`src/sv/bmwh_pkg.sv`:
```
// shared types and constants for the bootloader write-memory host
// no dependencies; used by every module of the block

package bmwh_pkg;

  localparam int SIZE_BITS   = 24;
  localparam int ADDR_W      = 32;
  localparam int COUNT_W     = 9;
  localparam int BEAT_W      = 3;
  localparam int MAX_CHUNK_D = 256;
  localparam int QUEUE_DEPTH_D = 4;

  // input command codes
  localparam logic [1:0] CMD_START = 2'd0;
  localparam logic [1:0] CMD_REPLY = 2'd1;
  localparam logic [1:0] CMD_DATA  = 2'd2;

  // protocol bytes
  localparam logic [7:0] ACK_BYTE  = 8'h79;
  localparam logic [7:0] CMD_BYTE0 = 8'h31;
  localparam logic [7:0] CMD_BYTE1 = 8'hCE;

  // status codes
  localparam logic [2:0] ST_BUSY      = 3'd0;
  localparam logic [2:0] ST_COMPLETE  = 3'd1;
  localparam logic [2:0] ST_SIZE_ERR  = 3'd2;
  localparam logic [2:0] ST_CMD_NACK  = 3'd3;
  localparam logic [2:0] ST_ADDR_NACK = 3'd4;
  localparam logic [2:0] ST_DATA_NACK = 3'd5;

  // work handed from front to back
  typedef enum logic [2:0] {
    JOB_CMD      = 3'd0,
    JOB_ADDR     = 3'd1,
    JOB_LEN      = 3'd2,
    JOB_DATA     = 3'd3,
    JOB_DATA_END = 3'd4,
    JOB_FIN      = 3'd5
  } job_kind_t;

  typedef struct packed {
    job_kind_t              kind;
    logic [ADDR_W-1:0]      word;    // address, length byte, or data byte / checksum bytes
    logic [SIZE_BITS-1:0]   offset;
    logic [COUNT_W-1:0]     count;
    logic [2:0]             status;
  } job_t;

  typedef struct packed {
    logic full;
    logic empty;
  } q_status_t;

endpackage

```
`src/sv/bmwh_front.sv`:
```
// front end: takes input items, runs the sequence state and posts jobs
// depends on bmwh_pkg

module bmwh_front import bmwh_pkg::*; #(
  parameter int MAX_CHUNK = MAX_CHUNK_D
) (
  input  logic                 clk,
  input  logic                 rst,
  input  logic                 accept,
  input  logic [1:0]           cmd,
  input  logic [7:0]           value,
  input  logic [ADDR_W-1:0]    start_address,
  input  logic [SIZE_BITS-1:0] firmware_size,
  output logic                 push,
  output job_t                 job
);

  typedef enum logic [4:0] {
    PH_IDLE     = 5'b00001,
    PH_CMD_ACK  = 5'b00010,
    PH_ADDR_ACK = 5'b00100,
    PH_DATA     = 5'b01000,
    PH_DATA_ACK = 5'b10000
  } phase_t;

  localparam logic [SIZE_BITS-1:0] MAX_CHUNK_W = SIZE_BITS'(MAX_CHUNK);

  phase_t               phase, phase_next;
  logic [SIZE_BITS-1:0] bytes_written, bytes_written_next;
  logic [COUNT_W-1:0]   chunk_length, chunk_length_next;
  logic [COUNT_W-1:0]   chunk_bytes_seen, chunk_bytes_seen_next;
  logic [7:0]           running_xor, running_xor_next;

  logic                 ack;
  logic [SIZE_BITS-1:0] remaining;
  logic [COUNT_W-1:0]   len;
  logic [COUNT_W-1:0]   len_m1;
  logic [SIZE_BITS-1:0] bw_sum;
  logic [COUNT_W-1:0]   seen_inc;
  logic [7:0]           xor_upd;

  assign ack       = (value == ACK_BYTE);
  assign remaining = firmware_size - bytes_written;
  assign len       = (remaining > MAX_CHUNK_W) ? COUNT_W'(MAX_CHUNK)
                                               : remaining[COUNT_W-1:0];
  assign len_m1    = len - COUNT_W'(1);
  assign bw_sum    = bytes_written + SIZE_BITS'(chunk_length);
  assign seen_inc  = chunk_bytes_seen + COUNT_W'(1);
  assign xor_upd   = running_xor ^ value;

  always_comb begin
    phase_next            = phase;
    bytes_written_next    = bytes_written;
    chunk_length_next     = chunk_length;
    chunk_bytes_seen_next = chunk_bytes_seen;
    running_xor_next      = running_xor;
    push                  = 1'b0;
    job                   = '0;
    job.kind              = JOB_FIN;
    case (cmd)
      CMD_START: begin
        bytes_written_next    = '0;
        chunk_length_next     = '0;
        chunk_bytes_seen_next = '0;
        running_xor_next      = '0;
        push                  = 1'b1;
        if (firmware_size == '0 || firmware_size[1:0] != 2'b00) begin
          job.status = ST_SIZE_ERR;
          phase_next = PH_IDLE;
        end else begin
          job.kind   = JOB_CMD;
          phase_next = PH_CMD_ACK;
        end
      end
      CMD_REPLY: begin
        case (phase)
          PH_CMD_ACK: begin
            push = 1'b1;
            if (ack) begin
              job.kind          = JOB_ADDR;
              job.word          = start_address + ADDR_W'(bytes_written);
              chunk_length_next = '0;
              phase_next        = PH_ADDR_ACK;
            end else begin
              job.status = ST_CMD_NACK;
              phase_next = PH_IDLE;
            end
          end
          PH_ADDR_ACK: begin
            push = 1'b1;
            if (!ack) begin
              job.status = ST_ADDR_NACK;
              phase_next = PH_IDLE;
            end else if (firmware_size <= bytes_written) begin
              job.status = ST_COMPLETE;
              phase_next = PH_IDLE;
            end else begin
              job.kind              = JOB_LEN;
              job.word              = ADDR_W'(len_m1[7:0]);
              job.offset            = bytes_written;
              job.count             = len;
              chunk_length_next     = len;
              chunk_bytes_seen_next = '0;
              running_xor_next      = len_m1[7:0];
              phase_next            = PH_DATA;
            end
          end
          PH_DATA_ACK: begin
            push = 1'b1;
            if (ack) begin
              bytes_written_next = bw_sum;
              if (firmware_size <= bw_sum) begin
                job.status = ST_COMPLETE;
                phase_next = PH_IDLE;
              end else begin
                job.kind   = JOB_CMD;
                phase_next = PH_CMD_ACK;
              end
            end else begin
              job.status = ST_DATA_NACK;
              phase_next = PH_IDLE;
            end
          end
          default: ;
        endcase
      end
      CMD_DATA: begin
        if (phase == PH_DATA) begin
          push                  = 1'b1;
          running_xor_next      = xor_upd;
          chunk_bytes_seen_next = seen_inc;
          if (seen_inc >= chunk_length) begin
            job.kind   = JOB_DATA_END;
            job.word   = ADDR_W'({xor_upd, value});
            phase_next = PH_DATA_ACK;
          end else begin
            job.kind = JOB_DATA;
            job.word = ADDR_W'(value);
          end
        end
      end
      default: ;
    endcase
  end

  always_ff @(posedge clk) begin
    if (rst) begin
      phase            <= PH_IDLE;
      bytes_written    <= '0;
      chunk_length     <= '0;
      chunk_bytes_seen <= '0;
      running_xor      <= '0;
    end else if (accept) begin
      phase            <= phase_next;
      bytes_written    <= bytes_written_next;
      chunk_length     <= chunk_length_next;
      chunk_bytes_seen <= chunk_bytes_seen_next;
      running_xor      <= running_xor_next;
    end
  end

`ifndef NO_ASSERTIONS
  // while taking data the chunk is never already complete
  a_data_count: assert property (@(posedge clk) disable iff (rst)
    (phase == PH_DATA) |-> (chunk_bytes_seen < chunk_length))
    else $error("data phase with chunk already complete");
`endif

endmodule

```
`src/sv/bmwh_queue.sv`:
```
// short job queue between front and back
// depends on bmwh_pkg

module bmwh_queue import bmwh_pkg::*; #(
  parameter int DEPTH = QUEUE_DEPTH_D
) (
  input  logic      clk,
  input  logic      rst,
  input  logic      push,
  input  job_t      push_job,
  input  logic      pop,
  output job_t      head,
  output q_status_t stat
);

  localparam int PTR_W = (DEPTH > 1) ? $clog2(DEPTH) : 1;
  localparam int CNT_W = $clog2(DEPTH + 1);
  localparam logic [PTR_W-1:0] LAST_PTR = PTR_W'(DEPTH - 1);
  localparam logic [CNT_W-1:0] FULL_CNT = CNT_W'(DEPTH);

  job_t             entries [DEPTH];
  logic [PTR_W-1:0] wr_ptr;
  logic [PTR_W-1:0] rd_ptr;
  logic [CNT_W-1:0] count;

  assign stat.full  = (count == FULL_CNT);
  assign stat.empty = (count == '0);
  assign head       = entries[rd_ptr];

  always_ff @(posedge clk) begin
    if (push) begin
      entries[wr_ptr] <= push_job;
    end
  end

  always_ff @(posedge clk) begin
    if (rst) begin
      wr_ptr <= '0;
      rd_ptr <= '0;
      count  <= '0;
    end else begin
      if (push) begin
        wr_ptr <= (wr_ptr == LAST_PTR) ? '0 : wr_ptr + PTR_W'(1);
      end
      if (pop) begin
        rd_ptr <= (rd_ptr == LAST_PTR) ? '0 : rd_ptr + PTR_W'(1);
      end
      if (push && !pop) begin
        count <= count + CNT_W'(1);
      end else if (pop && !push) begin
        count <= count - CNT_W'(1);
      end
    end
  end

`ifndef NO_ASSERTIONS
  a_no_overflow: assert property (@(posedge clk) disable iff (rst)
    stat.full |-> !push)
    else $error("job queue overflow");
  a_no_underflow: assert property (@(posedge clk) disable iff (rst)
    stat.empty |-> !pop)
    else $error("job queue underflow");
`endif

endmodule

```
`src/sv/bmwh_back.sv`:
```
// back end: expands queued jobs into result beats behind an output register
// depends on bmwh_pkg

module bmwh_back import bmwh_pkg::*; (
  input  logic        clk,
  input  logic        rst,
  input  job_t        head,
  input  q_status_t   stat,
  output logic        pop,
  output logic        m_tvalid,
  input  logic        m_tready,
  output logic [47:0] m_tdata,
  output logic        m_tlast
);

  function automatic logic [BEAT_W-1:0] beat_total(input job_kind_t kind);
    case (kind)
      JOB_CMD:      beat_total = BEAT_W'(2);
      JOB_ADDR:     beat_total = BEAT_W'(5);
      JOB_DATA_END: beat_total = BEAT_W'(2);
      default:      beat_total = BEAT_W'(1);
    endcase
  endfunction

  logic [BEAT_W-1:0]    idx;
  logic                 load;
  logic                 beat_last;
  logic                 tx_valid, need_data;
  logic [7:0]           tx_byte;
  logic [SIZE_BITS-1:0] data_offset;
  logic [COUNT_W-1:0]   data_count;
  logic [2:0]           status;
  logic [7:0]           addr_xor;

  assign load      = !stat.empty && (!m_tvalid || m_tready);
  assign beat_last = (idx == beat_total(head.kind) - BEAT_W'(1));
  assign pop       = load && beat_last;
  assign addr_xor  = head.word[31:24] ^ head.word[23:16] ^ head.word[15:8] ^ head.word[7:0];

  always_comb begin
    tx_valid    = 1'b1;
    tx_byte     = head.word[7:0];
    need_data   = 1'b0;
    data_offset = '0;
    data_count  = '0;
    status      = ST_BUSY;
    case (head.kind)
      JOB_CMD: begin
        tx_byte = (idx == '0) ? CMD_BYTE0 : CMD_BYTE1;
      end
      JOB_ADDR: begin
        // big-endian address then its checksum
        case (idx)
          BEAT_W'(0): tx_byte = head.word[31:24];
          BEAT_W'(1): tx_byte = head.word[23:16];
          BEAT_W'(2): tx_byte = head.word[15:8];
          BEAT_W'(3): tx_byte = head.word[7:0];
          default:    tx_byte = addr_xor;
        endcase
      end
      JOB_LEN: begin
        need_data   = 1'b1;
        data_offset = head.offset;
        data_count  = head.count;
      end
      JOB_DATA: ;
      JOB_DATA_END: begin
        tx_byte = (idx == '0) ? head.word[7:0] : head.word[15:8];
      end
      default: begin
        tx_valid = 1'b0;
        tx_byte  = '0;
        status   = head.status;
      end
    endcase
  end

  always_ff @(posedge clk) begin
    if (rst) begin
      m_tvalid <= 1'b0;
      idx      <= '0;
    end else begin
      if (load) begin
        m_tvalid <= 1'b1;
        idx      <= beat_last ? '0 : idx + BEAT_W'(1);
      end else if (m_tready) begin
        m_tvalid <= 1'b0;
      end
    end
  end

  always_ff @(posedge clk) begin
    if (load) begin
      m_tdata <= {2'b00, status, data_count, data_offset, need_data, tx_byte, tx_valid};
      m_tlast <= beat_last;
    end
  end

`ifndef NO_ASSERTIONS
  a_idx_range: assert property (@(posedge clk) disable iff (rst)
    !stat.empty |-> (idx < beat_total(head.kind)))
    else $error("beat index beyond job length");
`endif

endmodule

```
`src/sv/bootloader_memory_write_host_core.sv`:
```
// Host side of a serial bootloader write-memory sequence. An input item is
// taken in every cycle while the job queue (QUEUE_DEPTH entries) has room;
// the front end updates the sequence state in that same cycle. Each item
// gives zero to five result beats; they pass through the queue and are sent
// one per cycle, while m_tready is high, from the back end's output
// register, so a sustained rate of one item per cycle holds as long as
// results average one beat per item; the address reply (five beats) and the
// last data byte (two beats) are absorbed by the queue. Configuration is
// over an APB-style port: start_address at 0x0, firmware_size at 0x4.
// depends on bmwh_pkg, bmwh_front, bmwh_queue, bmwh_back

module bootloader_memory_write_host_core import bmwh_pkg::*; #(
  parameter int MAX_CHUNK   = MAX_CHUNK_D,
  parameter int QUEUE_DEPTH = QUEUE_DEPTH_D
) (
  input  logic        clk,
  input  logic        rst,
  // apb configuration
  input  logic        psel,
  input  logic        penable,
  input  logic        pwrite,
  input  logic [2:0]  paddr,
  input  logic [31:0] pwdata,
  output logic [31:0] prdata,
  output logic        pready,
  // input stream
  input  logic        s_tvalid,
  output logic        s_tready,
  input  logic [7:0]  s_tdata,   // value[7:0]
  input  logic [1:0]  s_tuser,   // cmd[1:0]
  // result stream
  output logic        m_tvalid,
  input  logic        m_tready,
  output logic [47:0] m_tdata,   // tx_valid[0], tx_byte[8:1], need_data[9],
                                 // data_offset[33:10], data_count[42:34],
                                 // status[45:43], zero[47:46]
  output logic        m_tlast    // last beat of an item
);

  localparam logic REG_START_ADDRESS = 1'b0;
  localparam logic REG_FIRMWARE_SIZE = 1'b1;

  logic [ADDR_W-1:0]    start_address;
  logic [SIZE_BITS-1:0] firmware_size;
  logic                 accept;
  logic                 push;
  logic                 pop;
  job_t                 push_job;
  job_t                 head;
  q_status_t            stat;

  assign pready   = 1'b1;
  assign s_tready = !stat.full;
  assign accept   = s_tvalid && s_tready;

  always_ff @(posedge clk) begin
    if (rst) begin
      start_address <= '0;
      firmware_size <= '0;
    end else if (psel && penable && pwrite && pready) begin
      case (paddr[2])
        REG_START_ADDRESS: start_address <= pwdata;
        REG_FIRMWARE_SIZE: firmware_size <= pwdata[SIZE_BITS-1:0];
        default: ;
      endcase
    end
  end

  always_comb begin
    case (paddr[2])
      REG_START_ADDRESS: prdata = start_address;
      REG_FIRMWARE_SIZE: prdata = 32'(firmware_size);
      default:           prdata = '0;
    endcase
  end

  bmwh_front #(
    .MAX_CHUNK (MAX_CHUNK)
  ) u_front (
    .clk           (clk),
    .rst           (rst),
    .accept        (accept),
    .cmd           (s_tuser),
    .value         (s_tdata),
    .start_address (start_address),
    .firmware_size (firmware_size),
    .push          (push),
    .job           (push_job)
  );

  bmwh_queue #(
    .DEPTH (QUEUE_DEPTH)
  ) u_queue (
    .clk      (clk),
    .rst      (rst),
    .push     (push && accept),
    .push_job (push_job),
    .pop      (pop),
    .head     (head),
    .stat     (stat)
  );

  bmwh_back u_back (
    .clk      (clk),
    .rst      (rst),
    .head     (head),
    .stat     (stat),
    .pop      (pop),
    .m_tvalid (m_tvalid),
    .m_tready (m_tready),
    .m_tdata  (m_tdata),
    .m_tlast  (m_tlast)
  );

endmodule

```
`config.mk`:
```
export PLATFORM = sky130hd
export DESIGN_NAME = bootloader_memory_write_host_core
export DESIGN_NICKNAME = d
export VERILOG_FILES = /design/src/sv/bmwh_pkg.sv /design/src/sv/bmwh_front.sv /design/src/sv/bmwh_queue.sv /design/src/sv/bmwh_back.sv /design/src/sv/bootloader_memory_write_host_core.sv
export SDC_FILE = /design/constraint.sdc
export NUM_CORES = 1
export LEC_CHECK = 0
export ABC_AREA = 1
export BUFFER_PORTS_ARGS = -buffer_cell sky130_fd_sc_hd__buf_2
export CAP_MARGIN = 5
export CELL_PAD_IN_SITES_DETAIL_PLACEMENT = 0
export CELL_PAD_IN_SITES_GLOBAL_PLACEMENT = 1
export CORE_MARGIN = 5
export CORE_UTILIZATION = 30
export DETAILED_ROUTE_END_ITERATION = 10
export PLACE_DENSITY = 0.54
export SETUP_SLACK_MARGIN = 0.15
export SYNTH_ARGS = -nofsm -noshare
export SYNTH_HDL_FRONTEND = slang
export SYNTH_SLANG_ARGS = --single-unit
export TNS_END_PERCENT = 5
```
`constraint.sdc`:
```
create_clock -name clk -period 7.3 [get_ports clk]
set_input_delay 1.095 -clock clk [delete_from_list [all_inputs] [get_ports clk]]
set_output_delay 1.095 -clock clk [all_outputs]
set_load 0.005 [all_outputs]
```
### Yosys cells after proc, flatten, opt, wreduce, memory -nomap -nowiden

Memories as Yosys holds them, arrays and structs flattened. A register that Yosys moved wholly into a read port is not among the register bits.
Cells that the tools add are included.

* bits in writable memories: 284
* output and inout bits: 84
* input port bits: 52
* logic and storage cells: 174
* register bits after elaboration: 169
* memories kept: 1

Memory list
* u_queue.entries: depth 4, width 71, rd ports 1, clocked after Yosys merged registers in 1, wr ports 1, line bmwh_queue.sv:21 `job_t entries [DEPTH];`

* order comparisons: 4
* eq/ne operators: 29
* bitwise logic cells: 5
* mux-type cells: 73
* reduce and logical (&&, ||, !) cells: 35
* $add $sub $neg: 11

Operators with widths (count)
* case mux 32 bit (2 select lines): 3
* two-way mux 68 bit: 2
* two-way mux 35 bit: 3
* two-way mux 9 bit: 8
* two-way mux 33 bit: 2
* case mux 8 bit (4 select lines): 2
* less-or-equal comparator 24 bit: 2
* two-way mux 24 bit: 2
* two-way mux 8 bit: 6
* case mux 24 bit (2 select lines): 1
* case mux 9 bit (2 select lines): 2
* adder 32 x 24 -> 32 bit: 1
* XOR 8 bit: 4
* case mux 5 bit (3 select lines): 2
* two-way mux 3 bit: 9
* case mux 3 bit (3 select lines): 3
* case mux 9 bit (3 select lines): 1
* adder 24 x 9 -> 24 bit: 1
* greater-than comparator 24 x 9 -> 1 bit, second input constant: 1
* logical NOT 24 bit: 1
* case mux 8 bit (3 select lines): 1
* subtractor 24 bit: 1
* two-way mux 2 bit: 8
* two-way mux 5 bit: 3
* other kinds (41): 88

### Depth between registers and ports, before layout

Gate-level depths: netlist (run 1).

* depth in word-level cells: 9
* depth in mapped cells: 30
* gate-level depth less buffers: 30

### Cells and area by module

Synthesis (run 1) repeated with hierarchy kept, for this count alone.

* cells, all modules: 3082
* area total of the unflattened synthesis: 25202.9 sq um

Modules (own cells, without submodules)
* bmwh_queue: area each 10988.0 sq um, cells each 746, times used 1
* bmwh_front: area each 8225.4 sq um, cells each 1433, times used 1
* bmwh_back: area each 3283.1 sq um, cells each 460, times used 1
* bootloader_memory_write_host_core: area each 2706.3 sq um, cells each 443, times used 1

### Least setup slack after synthesis (run 1)

OpenSTA, ideal clock, no wires.

* path kind: in2reg
* start point: input port s_tuser[0]
* end point: memory u_queue.entries[0][0] (netlist bit) (enable)
* arrival: 5.216 ns
* data required time: 6.799 ns
* slack: 1.583 ns
* stages: 8
* cells stage by stage: inv_1 -> ha_1 -> inv_1 -> nor2_1 -> inv_1 -> a31oi_1 -> inv_1 -> nor2_1

* longest elaborated chain between the ends: 5
* elaborated cells on any way between the ends: 7
* those cells by class: 2 x eq/ne; 3 x mux; 2 x reduce/logical

RTL lines
* from (decl): line bootloader_memory_write_host_core.sv:30 `input logic [1:0] s_tuser,`
* equality test 2 bit, or another cell as far along: line bmwh_front.sv:60 `case (cmd)`
* case mux 1 bit (3 select lines) *: line bmwh_front.sv:60
* logical AND 1 bit *: line bootloader_memory_write_host_core.sv:96 `.push (push && accept),`
* via u_queue.push: line bmwh_queue.sv:9 `input logic push,`
* two-way mux 1 bit *: line bmwh_queue.sv:31 `if (push) begin`
* two-way mux 1 bit (not written as such) *: line bmwh_queue.sv:32 `entries[wr_ptr] <= push_job;`
* to (decl): line bmwh_queue.sv:21

The timed path passes the listed nets; every way through them passes the cells marked *.

==> out/qor.csv, run 1 <==
stage,metric,value,unit
outcome,status,"complete, no violations",
critical_path,critPathMaxStageDelay,0.47,ns
power,irDropWorstVdd,0.211,mV
clock_tree,clock_sink_count,455,
timing,grt_setup_unrepaired,no,
floorplanning,initial_cell_density_of_the_core,30.3,%
floorplanning,coreArea,79000,µm²
floorplanning,pin_count,136,
global_route,top_usage_layer,met2,
detailed_routing,drc,0,
detailed_routing,drt_first_pass_iters,6,
finish,multi_input_area,10200,µm²
global_route,wire_length_of_the_first_global_routing_pass,123000,µm
clock_tree,post_cts_resize_count,0,
timing,setup-violations-final,0,
finish,post_route_cells_drive_above_1_share,10.6,%
detailed_routing,drt_first_iter_violations,1380,
clock_tree,worstSkewPairLatency,0.61,ns
synthesis,share_of_the_yosys_chip_area_belonging_to_registers,51.9,%
synthesis,synth_top_cells_by_area,"sky130_fd_sc_hd__edfxtp_1 (42%), sky130_fd_sc_hd__dfxtp_1 (10%), sky130_fd_sc_hd__nand2_1 (9.3%), sky130_fd_sc_hd__nor2_1 (6.4%), sky130_fd_sc_hd__ha_1 (5.6%)",
critical_path,critical_path.reg2reg.endpoint,u_queue.entries[3][70],
timing,worst_slew_margin_rel,19.7,%
critical_path,worst_ep_arrival_time,5.99,ns
power,powerDensity,281,nW/µm²
clock_tree,cts.path.max_buffers,3,
worst_hold_path,min_path_type,flop to flop,
global_route,vias_in_the_first_global_route,18900,
floorplanning,die_width,292,µm
placement,numPortBuffers,130,
timing,worstMarginPinSlew,1.20,ns
detailed_routing,routed_via_density,4.93,
worst_hold_path,holdCritStartpoint,u_front.running_xor[5],
floorplanning,placement_rows,103,
critical_path,cp_max_fo,5,
detailed_routing,avgRoutedWirePerCell,20.9,µm
finish,n_antenna_cell,0,
clock_tree,root_buffer,sky130_fd_sc_hd__clkbuf_16,
critical_path,startpoint_type,flop,
global_route,pin_count_of_the_biggest_net_entering_global_routing,103,
critical_path,path_class,flop to flop,
critical_path,worstPathRequired,7.54,ns
clock_tree,numCtsBuffers,53,
synthesis,synth_area,23900,µm²
timing,timing.final.crit_share,78.7,%
timing,final.hold.worst_slack,0.476,ns
detailed_routing,routed-via-count,19500,
global_route,grt_use_met2,30.3,%
clock_tree,cts-hold-fix-buffers,0,
synthesis,synthDominantCellAreaShare,41.5,%
global_route,global_route.usage.met3,2.15,%
global_route,antenna_violations_before_repair,0,
synthesis,async_flop_share,0,%
critical_path,crit_path_top_delay_cell,sky130_fd_sc_hd__dfxtp_1,
synthesis,synthMostInstantiatedCell,sky130_fd_sc_hd__nand2_1,
synthesis,synth_seq_cells,455,
synthesis,synthesis.instances,2751,
clock_tree,cts_post_setup_buffers_inserted,0,
synthesis,synth_area_per_cell,8.70,µm²
placement,dp.final_hpwl,59900,µm
floorplanning,die_h,292,µm
synthesis,netlist.top_cell.by_area,sky130_fd_sc_hd__edfxtp_1,
power,leakage,0.0113,µW
critical_path,worst_setup_path_endpoint,u_queue.entries[3][70],
synthesis,yosys.cell_types.count,62,
finish,net_count_final,3027,
clock_tree,tritoncts,yes,
global_route,globalRouteTotalUtil,18.8,%
placement,placed_cells,3859,
timing,fmaxAchievable,174,MHz
timing,finalClockSkew,0.0301,ns
detailed_routing,total_routed_length,82800,µm
finish,stdcell_count,3958,
critical_path,timing.critical_path.max_delay_family,simple AND/OR/NAND/NOR gates,
global_route,grt_use_met1,27.5,%
run,max_cap_violations,0,
timing,maxSlewViolCount,0,
critical_path,worstSetupPathDepth,28,
critical_path,setup.worst_path.end_class,flop,
clock_tree,clk_transition_reported_paths,0.06,ns
synthesis,synth_flop_cell,sky130_fd_sc_hd__edfxtp_1,
placement,gp_congestion,0.898,
critical_path,worst_r2r_startpoint,u_front.bytes_written[0],
detailed_routing,antenna_left,0,
timing,finalCriticalPeriod,5.74,ns
finish,regArea,12400,µm²
synthesis,synth.cells.most_frequent,"sky130_fd_sc_hd__nand2_1 (591), sky130_fd_sc_hd__nor2_1 (410), sky130_fd_sc_hd__edfxtp_1 (331), sky130_fd_sc_hd__inv_1 (246), sky130_fd_sc_hd__a21oi_1 (227)",
critical_path,setup.reg_to_reg.worst_slack,1.56,ns
critical_path,rr_worst_depth,28,
finish,final.fill_count,8127,
floorplanning,die_area,85500,µm²
clock_tree,clock_tree.htree_level_count,2,
timing,hold_violations,0,
timing,fin_setup_tns,0,ns
finish,area_delta_synth_final,15.1,%
critical_path,path_buf_inv,1,
critical_path,critPathLaunch,u_front.bytes_written[0],
global_route,grt_overflow_total,0,
synthesis,synth-edff-count,331,
synthesis,synthesis.yosys.warnings,0,
critical_path,critPathMostFrequentCell,sky130_fd_sc_hd__nand2_1,
-- cells by family (layout without fill, tap and decap cells) --
group                      count (synthesis)  in the layout  synth area share, %
and+or+nand+nor                         1208           1208                 21.0
other                                      2              3               0.0314
buffers and inverters                    362            518                 5.82
adders and majority gates                111            111                 5.93
DFF                                      455            455                 51.9
xor gates and xnor gates                  63             63                 2.31
AOI/OAI and AO/OA                        550            550                 13.1
-- worst reg2reg max path, delay by kind of cell, from the launching register on --
kind / cells / cell delay (ns)
and+or+nand+nor: 20 / 3.08
AOI/OAI and AO/OA: 3 / 0.83
adders and majority gates: 3 / 0.74
DFF: 1 / 0.47
xor gates and xnor gates: 1 / 0.20
buffers and inverters: 1 / 0.07
-- cells in the final DEF, fill, tap and decap left out, drive strengths merged, types with 39 or more instances in the layout --
cell | synthesis | layout
a21oi | 228 | 228
edfxtp | 331 | 331
inv | 261 | 262
xor2 | 39 | 39
dfxtp | 124 | 124
buf | 31 | 152
clkbuf | 64 | 63
nand2 | 598 | 598
ha | 107 | 107
o21ai | 203 | 203
nor2 | 424 | 424
nand3 | 101 | 101
-- routing by layer --
layer / vias to the layer above / routed length (µm)
li1: 9546 / -
met5: - / 0
met2: 467 / 37400
met1: 9430 / 40500
met3: 78 / 3460
met4: 0 / 1490
-- area by class of cell --
class / instances / share of cell area [%]
inverter: 267 / 3.64
clock buffer: 63 / 5.10
clock inverter: 36 / 1.45
timing repair buffer: 152 / 3.05
sequential: 455 / 45.1
tap: 1050 / 4.77
multi-input combinational: 1935 / 36.9
-- registers in the layout, summed over array words and instances, names as in the netlist, 3 cells and up, named ones only --
register                  count
u_queue.entries             284
u_back.m_tdata               46
start_address                32
firmware_size                24
u_front.bytes_written        24
u_front.chunk_bytes_seen      9
u_front.chunk_length          9
u_front.running_xor           8
u_front.phase                 5
u_back.idx                    3
u_queue.count                 3
-- through the flow --
step | setup WS [ns] | total power (µW) | utilization [%] | area, µm²
floorplan | 1.58 | 4380 | - | 23900
global placement | 1.71 | 5040 | 32.6 | 25800
detailed placement | 1.66 | 5080 | 32.6 | 25800
CTS | 1.61 | 7860 | 34.9 | 27600
global route | 1.09 | 8180 | 34.9 | 27600
finish | 1.56 | 7750 | 34.9 | 27600
-- worst min-delay path by stage --
stage / to / slack [ns] / depth (start not counted)
after floorplan: u_front.phase[1] / 0.45 / 2
final: u_front.running_xor[5] / 0.48 / 2
after global routing: u_front.running_xor[5] / 0.50 / 2
after detailed placement: u_front.running_xor[5] / 0.47 / 2
after global placement: u_front.running_xor[6] / 0.46 / 2
after CTS: u_front.running_xor[5] / 0.48 / 2
-- power breakdown --
part	switching [µW]	internal, µW
logic	1290	571
registers	121	3020
clock network	1090	1650
(Power assumes the default switching activity.)
==> run 2, diff against run 1 <==
--- a/config.mk
+++ b/config.mk
@@ -13,7 +13,7 @@
 export CORE_MARGIN = 5
 export CORE_UTILIZATION = 30
 export DETAILED_ROUTE_END_ITERATION = 10
-export PLACE_DENSITY = 0.54
+export PLACE_DENSITY = 0.56
 export SETUP_SLACK_MARGIN = 0.15
 export SYNTH_ARGS = -nofsm -noshare
 export SYNTH_HDL_FRONTEND = slang
==> constraint.sdc (replaced) <==
create_clock -name clk -period 5.1 [get_ports clk]
set_input_delay 0.765 -clock clk [delete_from_list [all_inputs] [get_ports clk]]
set_output_delay 0.765 -clock clk [all_outputs]
set_load 0.005 [all_outputs]
==> out/qor.csv, run 2 (same netlist as run 1, synthesis figures left out) <==
stage,metric,value,unit,change
critical_path,path_buf_inv,1,,unchanged
finish,area_delta_synth_final,16.2,%,was 15.1%
finish,max_flop_register,u_queue.entries,,unchanged
timing,finalCriticalPeriod,4.63,ns,was 5.74 ns
clock_tree,worstSkewPairLatency,0.61,ns,about the same
finish,post_route_cells_drive_above_1_share,11.6,%,was 10.6%
floorplanning,coreArea,79000,µm²,unchanged
detailed_routing,total_routed_length,80300,µm,was 82800 µm
finish,biggestRegsByFlops,"u_queue.entries x284, u_back.m_tdata x46, start_address x32",,unchanged
detailed_routing,routed_via_density,4.92,,was 4.93
finish,layout.cells.most_common,sky130_fd_sc_hd__nand2_1,,unchanged
detailed_routing,drc,0,,unchanged
timing,final.hold.worst_slack,0.399,ns,was 0.476 ns
placement,dp.final_hpwl,58900,µm,was 59900 µm
finish,mostFrequentLayoutCells,"sky130_fd_sc_hd__nand2_1 (591), sky130_fd_sc_hd__nor2_1 (404), sky130_fd_sc_hd__edfxtp_1 (331)",,"was sky130_fd_sc_hd__nand2_1 (591), sky130_fd_sc_hd__nor2_1 (406), sky130_fd_sc_hd__edfxtp_1 (331)"
global_route,antenna_violations_before_repair,3,,was 0
timing,maxSlewViolCount,0,,unchanged
global_route,wire_length_of_the_first_global_routing_pass,120000,µm,was 123000 µm
critical_path,cp_max_fo,4,,was 5
global_route,vias_in_the_first_global_route,18700,,was 18900
power,powerDensity,400,nW/µm²,was 281 nW/µm²
clock_tree,clock_tree.htree_level_count,2,,unchanged
critical_path,timing.critical_path.max_delay_family,simple AND/OR/NAND/NOR gates,,unchanged
run,max_cap_violations,0,,unchanged
timing,timing.final.crit_share,90.8,%,was 78.7%
critical_path,path_class,flop to flop,,unchanged
clock_tree,numCtsBuffers,53,,unchanged
critical_path,crit_path_top_delay_cell,sky130_fd_sc_hd__ha_1,,was sky130_fd_sc_hd__dfxtp_1
floorplanning,pin_count,136,,unchanged
placement,gp_congestion,0.894,,was 0.898
floorplanning,die_h,292,µm,unchanged
timing,setup-violations-final,0,,unchanged
timing,finalClockSkew,0.0233,ns,was 0.0301 ns
global_route,pin_count_of_the_biggest_net_entering_global_routing,87,,was 103
power,post-layout-total-power,11100,µW,was 7750 µW
placement,numPortBuffers,130,,unchanged
timing,fmaxAchievable,216,MHz,was 174 MHz
clock_tree,clock_sink_count,455,,unchanged
detailed_routing,m1WireLength,39300,µm,was 40500 µm
placement,place_worst_setup_slack,0.101,ns,was 1.66 ns
power,leakage,0.0114,µW,was 0.0113 µW
outcome,status,"complete, no violations",,unchanged
power,irDropWorstVdd,0.238,mV,was 0.211 mV
floorplanning,die_width,292,µm,unchanged
timing,worst_slew_margin_rel,20.3,%,was 19.7%
finish,net_count_final,3053,,was 3027
finish,final_cell_area,27800,µm²,was 27600 µm²
timing,worstMarginPinSlew,1.18,ns,was 1.20 ns
placement,placement.cell_area,25900,µm²,was 25800 µm²
detailed_routing,met2RoutedLength,36100,µm,was 37400 µm
critical_path,critPathMostFrequentCell,sky130_fd_sc_hd__nand2_1,,unchanged
critical_path,startpoint_type,flop,,unchanged
clock_tree,cts.path.max_buffers,3,,unchanged
clock_tree,clk_transition_reported_paths,0.06,ns,about the same
worst_hold_path,min_path_type,primary input to flop,,was flop to flop
detailed_routing,antenna_left,0,,unchanged
clock_tree,tritoncts,yes,,unchanged
detailed_routing,routed-via-count,19600,,was 19500
detailed_routing,top_layer,met5,,was met4
timing,fin_setup_tns,0,ns,unchanged
critical_path,worst_ep_arrival_time,4.93,ns,was 5.99 ns
finish,largest_register_ff_count,284,,unchanged
critical_path,critPathMaxStageDelay,0.36,ns,was 0.47 ns
clock_tree,root_buffer,sky130_fd_sc_hd__clkbuf_16,,unchanged
detailed_routing,avgRoutedWirePerCell,20.2,µm,was 20.9 µm
timing,hold_violations,0,,unchanged
floorplanning,placement_rows,103,,unchanged
critical_path,setup.worst_path.end_class,flop,,unchanged
detailed_routing,drt_first_pass_iters,7,,was 6
global_route,grt_overflow_total,0,,unchanged
global_route,globalRouteTotalUtil,18.1,%,was 18.8%
floorplanning,initial_cell_density_of_the_core,30.3,%,unchanged
critical_path,worstPathRequired,5.40,ns,was 7.54 ns
detailed_routing,met3_routed_wl,3540,µm,was 3460 µm
detailed_routing,drt_first_iter_violations,1309,,was 1380
timing,setup_ws,0.468,ns,was 1.56 ns
floorplanning,die_area,85500,µm²,unchanged
timing,grt_setup_unrepaired,no,,unchanged
## run 2: area by class of cell
class / instances / area (µm²)
Fill cell: 8062 / 51200
Sequential cell: 455 / 12400
Multi-Input combinational cell: 1935 / 10200
Clock buffer: 62 / 1360
Tap cell: 1050 / 1310
Timing Repair Buffer: 178 / 1060
Inverter: 267 / 1000
Clock inverter: 35 / 422
Antenna cell: 1 / 2.50
## run 2: worst paths after layout
kind	start	slack, ns	to	cells past startpoint
max reg2reg	u_front.bytes_written[2]	0.47	u_queue.entries[0][68]	26
min reg2reg	u_front.running_xor[5]	0.48	u_front.running_xor[5]	2
min	pwdata[12]	0.40	start_address[12]	3
max	u_front.bytes_written[2]	0.47	u_queue.entries[0][68]	26
## run 2: what timing repair did
item	4_1_cts	5_1_grt
pin swaps	0	5
setup buffers	0	4
endpoints found under the setup margin	8	14
hold buffers	0	0
gates resized for setup	1	12
## run 2: through the flow
stage               std cells  utilization [%]
finish                   3983             35.2
global route             3982             35.2
CTS                      3978             35.1
detailed placement       3881             32.8
global placement         3881             32.8
floorplan                2752                -
## run 2: report_power, final
group / switching (µW) / internal, µW / total, µW
sequential: 117 / 4330 / 4450
clock: 1550 / 2360 / 3910
combinational: 1910 / 846 / 2760
total: 3580 / 7540 / 11100
## run 2: worst register-to-register path, delay by kind of cell (launching register included)
kind	cells	cell delay (ns)
buf+inv	1	0.07
compound gates	6	0.94
xor+xnor	1	0.21
flops	1	0.35
fa+ha+maj	2	0.65
simple gates	16	2.09
## run 2: metal layers
metal  vias up  global-route usage [%]
li1       9614                       -
met1      9447                    26.5
met2       457                    28.9
met3        87                    2.56
met4         4                    3.51
met5         -                       0
==> run 3, diff against run 2 <==
--- a/config.mk
+++ b/config.mk
@@ -13,9 +13,10 @@
 export CORE_MARGIN = 5
 export CORE_UTILIZATION = 30
 export DETAILED_ROUTE_END_ITERATION = 10
-export PLACE_DENSITY = 0.56
+export PLACE_DENSITY = 0.57
 export SETUP_SLACK_MARGIN = 0.15
 export SYNTH_ARGS = -nofsm -noshare
 export SYNTH_HDL_FRONTEND = slang
+export SYNTH_HIERARCHICAL = 1
 export SYNTH_SLANG_ARGS = --single-unit
 export TNS_END_PERCENT = 5
==> out/qor.csv, run 3 <==
stage,metric,value,unit,change
outcome,status,"complete, no violations",,unchanged
finish,final_core_utilization,34.5,%,was 35.2%
clock_tree,cts.path.max_buffers,3,,unchanged
synthesis,synthesis.instances,3082,,was 2751
synthesis,synthMostInstantiatedCell,sky130_fd_sc_hd__nand2_1,,unchanged
finish,regArea,12400,µm²,about the same
synthesis,synth_top_cells_by_area,"sky130_fd_sc_hd__edfxtp_1 (39%), sky130_fd_sc_hd__nand2_1 (10%), sky130_fd_sc_hd__dfxtp_1 (9.8%), sky130_fd_sc_hd__nor2_1 (6.9%), sky130_fd_sc_hd__inv_1 (5.8%)",,"was sky130_fd_sc_hd__edfxtp_1 (42%), sky130_fd_sc_hd__dfxtp_1 (10%), sky130_fd_sc_hd__nand2_1 (9.3%), sky130_fd_sc_hd__nor2_1 (6.4%), sky130_fd_sc_hd__ha_1 (5.6%)"
clock_tree,clock_sink_count,455,,unchanged
floorplanning,placement_rows,106,,was 103
clock_tree,tritoncts,yes,,unchanged
finish,post_route_cells_drive_above_1_share,10.9,%,was 11.6%
clock_tree,clock_tree.htree_level_count,2,,unchanged
timing,fmaxAchievable,216,MHz,about the same
detailed_routing,drt_first_iter_violations,1324,,was 1309
detailed_routing,avgRoutedWirePerCell,18.8,µm,was 20.2 µm
synthesis,yosys.cell_types.count,63,,was 62
power,leakage,0.0126,µW,was 0.0114 µW
floorplanning,coreArea,83400,µm²,was 79000 µm²
clock_tree,cts-hold-fix-buffers,0,,unchanged
global_route,globalRouteTotalUtil,17.4,%,was 18.1%
synthesis,synth_seq_cells,455,,unchanged
floorplanning,die_area,89900,µm²,was 85500 µm²
clock_tree,worstSkewPairLatency,0.60,ns,was 0.61 ns
finish,multi_input_area,10700,µm²,was 10200 µm²
clock_tree,root_buffer,sky130_fd_sc_hd__clkbuf_16,,unchanged
global_route,antenna_violations_before_repair,3,,unchanged
synthesis,synth.cells.most_frequent,"sky130_fd_sc_hd__nand2_1 (702), sky130_fd_sc_hd__nor2_1 (466), sky130_fd_sc_hd__inv_1 (390), sky130_fd_sc_hd__edfxtp_1 (331), sky130_fd_sc_hd__o21ai_0 (178)",,"was sky130_fd_sc_hd__nand2_1 (591), sky130_fd_sc_hd__nor2_1 (410), sky130_fd_sc_hd__edfxtp_1 (331), sky130_fd_sc_hd__inv_1 (246), sky130_fd_sc_hd__a21oi_1 (227)"
synthesis,synthesis.yosys.warnings,6,,was 0
finish,mostFrequentLayoutCells,"sky130_fd_sc_hd__nand2_1 (699), sky130_fd_sc_hd__nor2_1 (464), sky130_fd_sc_hd__inv_1 (385)",,"was sky130_fd_sc_hd__nand2_1 (591), sky130_fd_sc_hd__nor2_1 (404), sky130_fd_sc_hd__edfxtp_1 (331)"
clock_tree,clk_transition_reported_paths,0.06,ns,about the same
floorplanning,die_width,300,µm,was 292 µm
synthesis,synth-edff-count,331,,unchanged
floorplanning,die_h,300,µm,was 292 µm
timing,fin_setup_tns,0,ns,unchanged
floorplanning,initial_cell_density_of_the_core,30.2,%,was 30.3%
timing,final.hold.worst_slack,0.463,ns,was 0.399 ns
placement,numPortBuffers,130,,unchanged
clock_tree,numCtsBuffers,51,,was 53
finish,biggestRegsByFlops,"u_queue/entries x284, u_back/m_tdata x46, start_address x32",,"was u_queue.entries x284, u_back.m_tdata x46, start_address x32"
critical_path,crit_path_top_delay_cell,sky130_fd_sc_hd__dfxtp_1,,was sky130_fd_sc_hd__ha_1
critical_path,path_class,flop to flop,,unchanged
power,powerDensity,404,nW/µm²,was 400 nW/µm²
placement,gp_congestion,0.864,,was 0.894
floorplanning,pin_count,136,,unchanged
finish,layout.cells.most_common,sky130_fd_sc_hd__nand2_1,,unchanged
global_route,pin_count_of_the_biggest_net_entering_global_routing,102,,was 87
placement,dp.final_hpwl,59200,µm,was 58900 µm
global_route,vias_in_the_first_global_route,20000,,was 18700
finish,max_flop_register,u_queue/entries,,was u_queue.entries
timing,setup-violations-final,0,,unchanged
timing,hold_violations,0,,unchanged
timing,worstMarginPinSlew,1.06,ns,was 1.18 ns
placement,placed_cells,4222,,was 3881
timing,worst_slew_margin_rel,29.4,%,was 20.3%
timing,finalClockSkew,0.0169,ns,was 0.0233 ns
detailed_routing,drt_first_pass_iters,7,,unchanged
critical_path,critPathMostFrequentCell,sky130_fd_sc_hd__nand2_1,,unchanged
finish,final.fill_count,8627,,was 8062
critical_path,cp_max_fo,4,,unchanged
critical_path,critPathMaxStageDelay,0.36,ns,about the same
synthesis,netlist.top_cell.by_area,sky130_fd_sc_hd__edfxtp_1,,unchanged
timing,timing.final.crit_share,90.6,%,was 90.8%
detailed_routing,drc,0,,unchanged
critical_path,timing.critical_path.max_delay_family,simple AND/OR/NAND/NOR gates,,unchanged
timing,maxSlewViolCount,0,,unchanged
critical_path,setup.worst_path.end_class,flop,,unchanged
detailed_routing,antenna_left,0,,unchanged
power,irDropWorstVdd,0.316,mV,was 0.238 mV
run,max_cap_violations,0,,unchanged
critical_path,worst_ep_arrival_time,4.94,ns,was 4.93 ns
synthesis,synth_area,25200,µm²,was 23900 µm²
timing,finalCriticalPeriod,4.62,ns,was 4.63 ns
synthesis,async_flop_share,0,%,unchanged
placement,place_worst_setup_slack,0.113,ns,was 0.101 ns
critical_path,path_buf_inv,2,,was 1
finish,largest_register_ff_count,284,,unchanged
synthesis,synth_flop_cell,sky130_fd_sc_hd__edfxtp_1,,unchanged
synthesis,synthDominantCellAreaShare,39.4,%,was 41.5%
finish,net_count_final,3364,,was 3053
finish,stdcell_count,4324,,was 3983
timing,grt_setup_unrepaired,no,,unchanged
global_route,grt_overflow_total,0,,unchanged
detailed_routing,routed-via-count,20900,,was 19600
worst_hold_path,min_path_type,primary input to flop,,unchanged
detailed_routing,total_routed_length,81100,µm,was 80300 µm
critical_path,startpoint_type,flop,,unchanged
global_route,wire_length_of_the_first_global_routing_pass,122000,µm,was 120000 µm
synthesis,synth_area_per_cell,8.18,µm²,was 8.70 µm²
finish,area_delta_synth_final,14.1,%,was 16.2%
detailed_routing,routed_via_density,4.83,,was 4.92
timing,setup_ws,0.480,ns,was 0.468 ns
critical_path,worstPathRequired,5.42,ns,was 5.40 ns
synthesis,share_of_the_yosys_chip_area_belonging_to_registers,49.3,%,was 51.9%
==> run 3: changes by cell type after synthesis, moves of 29 or more <==
cell | previous run | this run
sky130_fd_sc_hd__clkbuf_1 | 64 | 33
sky130_fd_sc_hd__nand2_1 | 591 | 702
sky130_fd_sc_hd__nand3_1 | 98 | 171
sky130_fd_sc_hd__a21oi_1 | 227 | 166
sky130_fd_sc_hd__buf_2 | 10 | 39
sky130_fd_sc_hd__o22ai_1 | 14 | 74
sky130_fd_sc_hd__inv_1 | 246 | 390
sky130_fd_sc_hd__nor2_1 | 410 | 466
==> run 3: routing by layer <==
layer  global-route usage [%]  vias up  part of all wire (%)
met5                        0        -                     0
met4                     4.73        0                   2.6
met3                     2.14       90                   4.8
met2                     28.9      471                    46
met1                     24.2     9905                    46
li1                         -    10400                     -
==> run 3: final cells by class <==
class	count	share of cell area, %
Antenna cell	2	0.0174
Sequential cell	455	43.2
Clock inverter	33	0.936
Timing Repair Buffer	178	3.82
Tap cell	1080	4.70
Multi-Input combinational cell	2109	37.2
Inverter	406	5.32
Clock buffer	61	4.79
==> run 3: worst paths after layout <==
path | startpoint | to | slack [ns] | cells past startpoint
hold reg to reg | u_front/running_xor[0] | u_front/running_xor[0] | 0.48 | 2
setup / recovery | u_front/chunk_length[0] | u_queue/entries[1][70] | 0.48 | 26
hold / removal | m_tready | u_back/m_tvalid | 0.46 | 4
setup reg to reg | u_front/chunk_length[0] | u_queue/entries[1][70] | 0.48 | 26
==> run 3: worst register-to-register path: stages, from the launching register on <==
cell	delay [ns]
sky130_fd_sc_hd__dfxtp_1	0.36
sky130_fd_sc_hd__ha_2	0.22
sky130_fd_sc_hd__fa_2	0.23
sky130_fd_sc_hd__a31oi_2	0.14
sky130_fd_sc_hd__o21ai_2	0.21
sky130_fd_sc_hd__nand3_1	0.09
sky130_fd_sc_hd__nand2_1	0.11
sky130_fd_sc_hd__nand2_1	0.08
sky130_fd_sc_hd__a21oi_2	0.22
sky130_fd_sc_hd__nand2_2	0.11
sky130_fd_sc_hd__nor2_1	0.11
sky130_fd_sc_hd__nand2_1	0.07
sky130_fd_sc_hd__nor2_1	0.12
sky130_fd_sc_hd__xor2_1	0.21
sky130_fd_sc_hd__inv_1	0.08
sky130_fd_sc_hd__ha_1	0.28
sky130_fd_sc_hd__nand4_1	0.15
sky130_fd_sc_hd__nor3_4	0.25
sky130_fd_sc_hd__nor4b_4	0.23
sky130_fd_sc_hd__buf_4	0.15
sky130_fd_sc_hd__nand2_1	0.04
sky130_fd_sc_hd__nand3_1	0.11
sky130_fd_sc_hd__nand2_2	0.12
sky130_fd_sc_hd__nand2_1	0.10
sky130_fd_sc_hd__o21ai_0	0.11
sky130_fd_sc_hd__o21ai_1	0.27
sky130_fd_sc_hd__o221ai_2	0.17
==> run 3: where the power goes <==
| group | total [µW] | switching, µW | leakage, µW | internal, µW |
|---|---|---|---|---|
| Sequential | 4530 | 151 | 0.00432 | 4380 |
| Combinational | 3460 | 2430 | 0.00749 | 1030 |
| Clock | 3610 | 1530 | 0.000804 | 2080 |
| Total | 11600 | 4110 | 0.0126 | 7490 |
==> run 3: through the flow <==
step | total power, µW | cell area (µm²)
after floorplan | 6950 | 25200
after global placement | 8040 | 27000
after detailed placement | 8100 | 27000
after CTS | 11800 | 28600
after global routing | 12400 | 28800
final | 11600 | 28800
==> run 3: logic make-up (layout without fill, tap and decap cells) <==
| kind of cell | count (synthesis) | in the layout | share of synthesized area (%) |
|---|---|---|---|
| and+or+nand+nor | 1446 | 1446 | 23.7 |
| buffers and inverters | 519 | 678 | 8.73 |
| AOI/OAI and AO/OA | 505 | 505 | 11.1 |
| DFF | 455 | 455 | 49.3 |
| adders and majority gates | 111 | 111 | 5.63 |
| xor gates and xnor gates | 44 | 44 | 1.56 |
| other | 2 | 5 | 0.0298 |
==> run 3: what timing repair did <==
| item | CTS | global route |
|---|---|---|
| endpoints found under the setup margin | 8 | 14 |
| pin swaps | 0 | 8 |
| setup buffers | 0 | 6 |
| gates resized for setup | 1 | 19 |
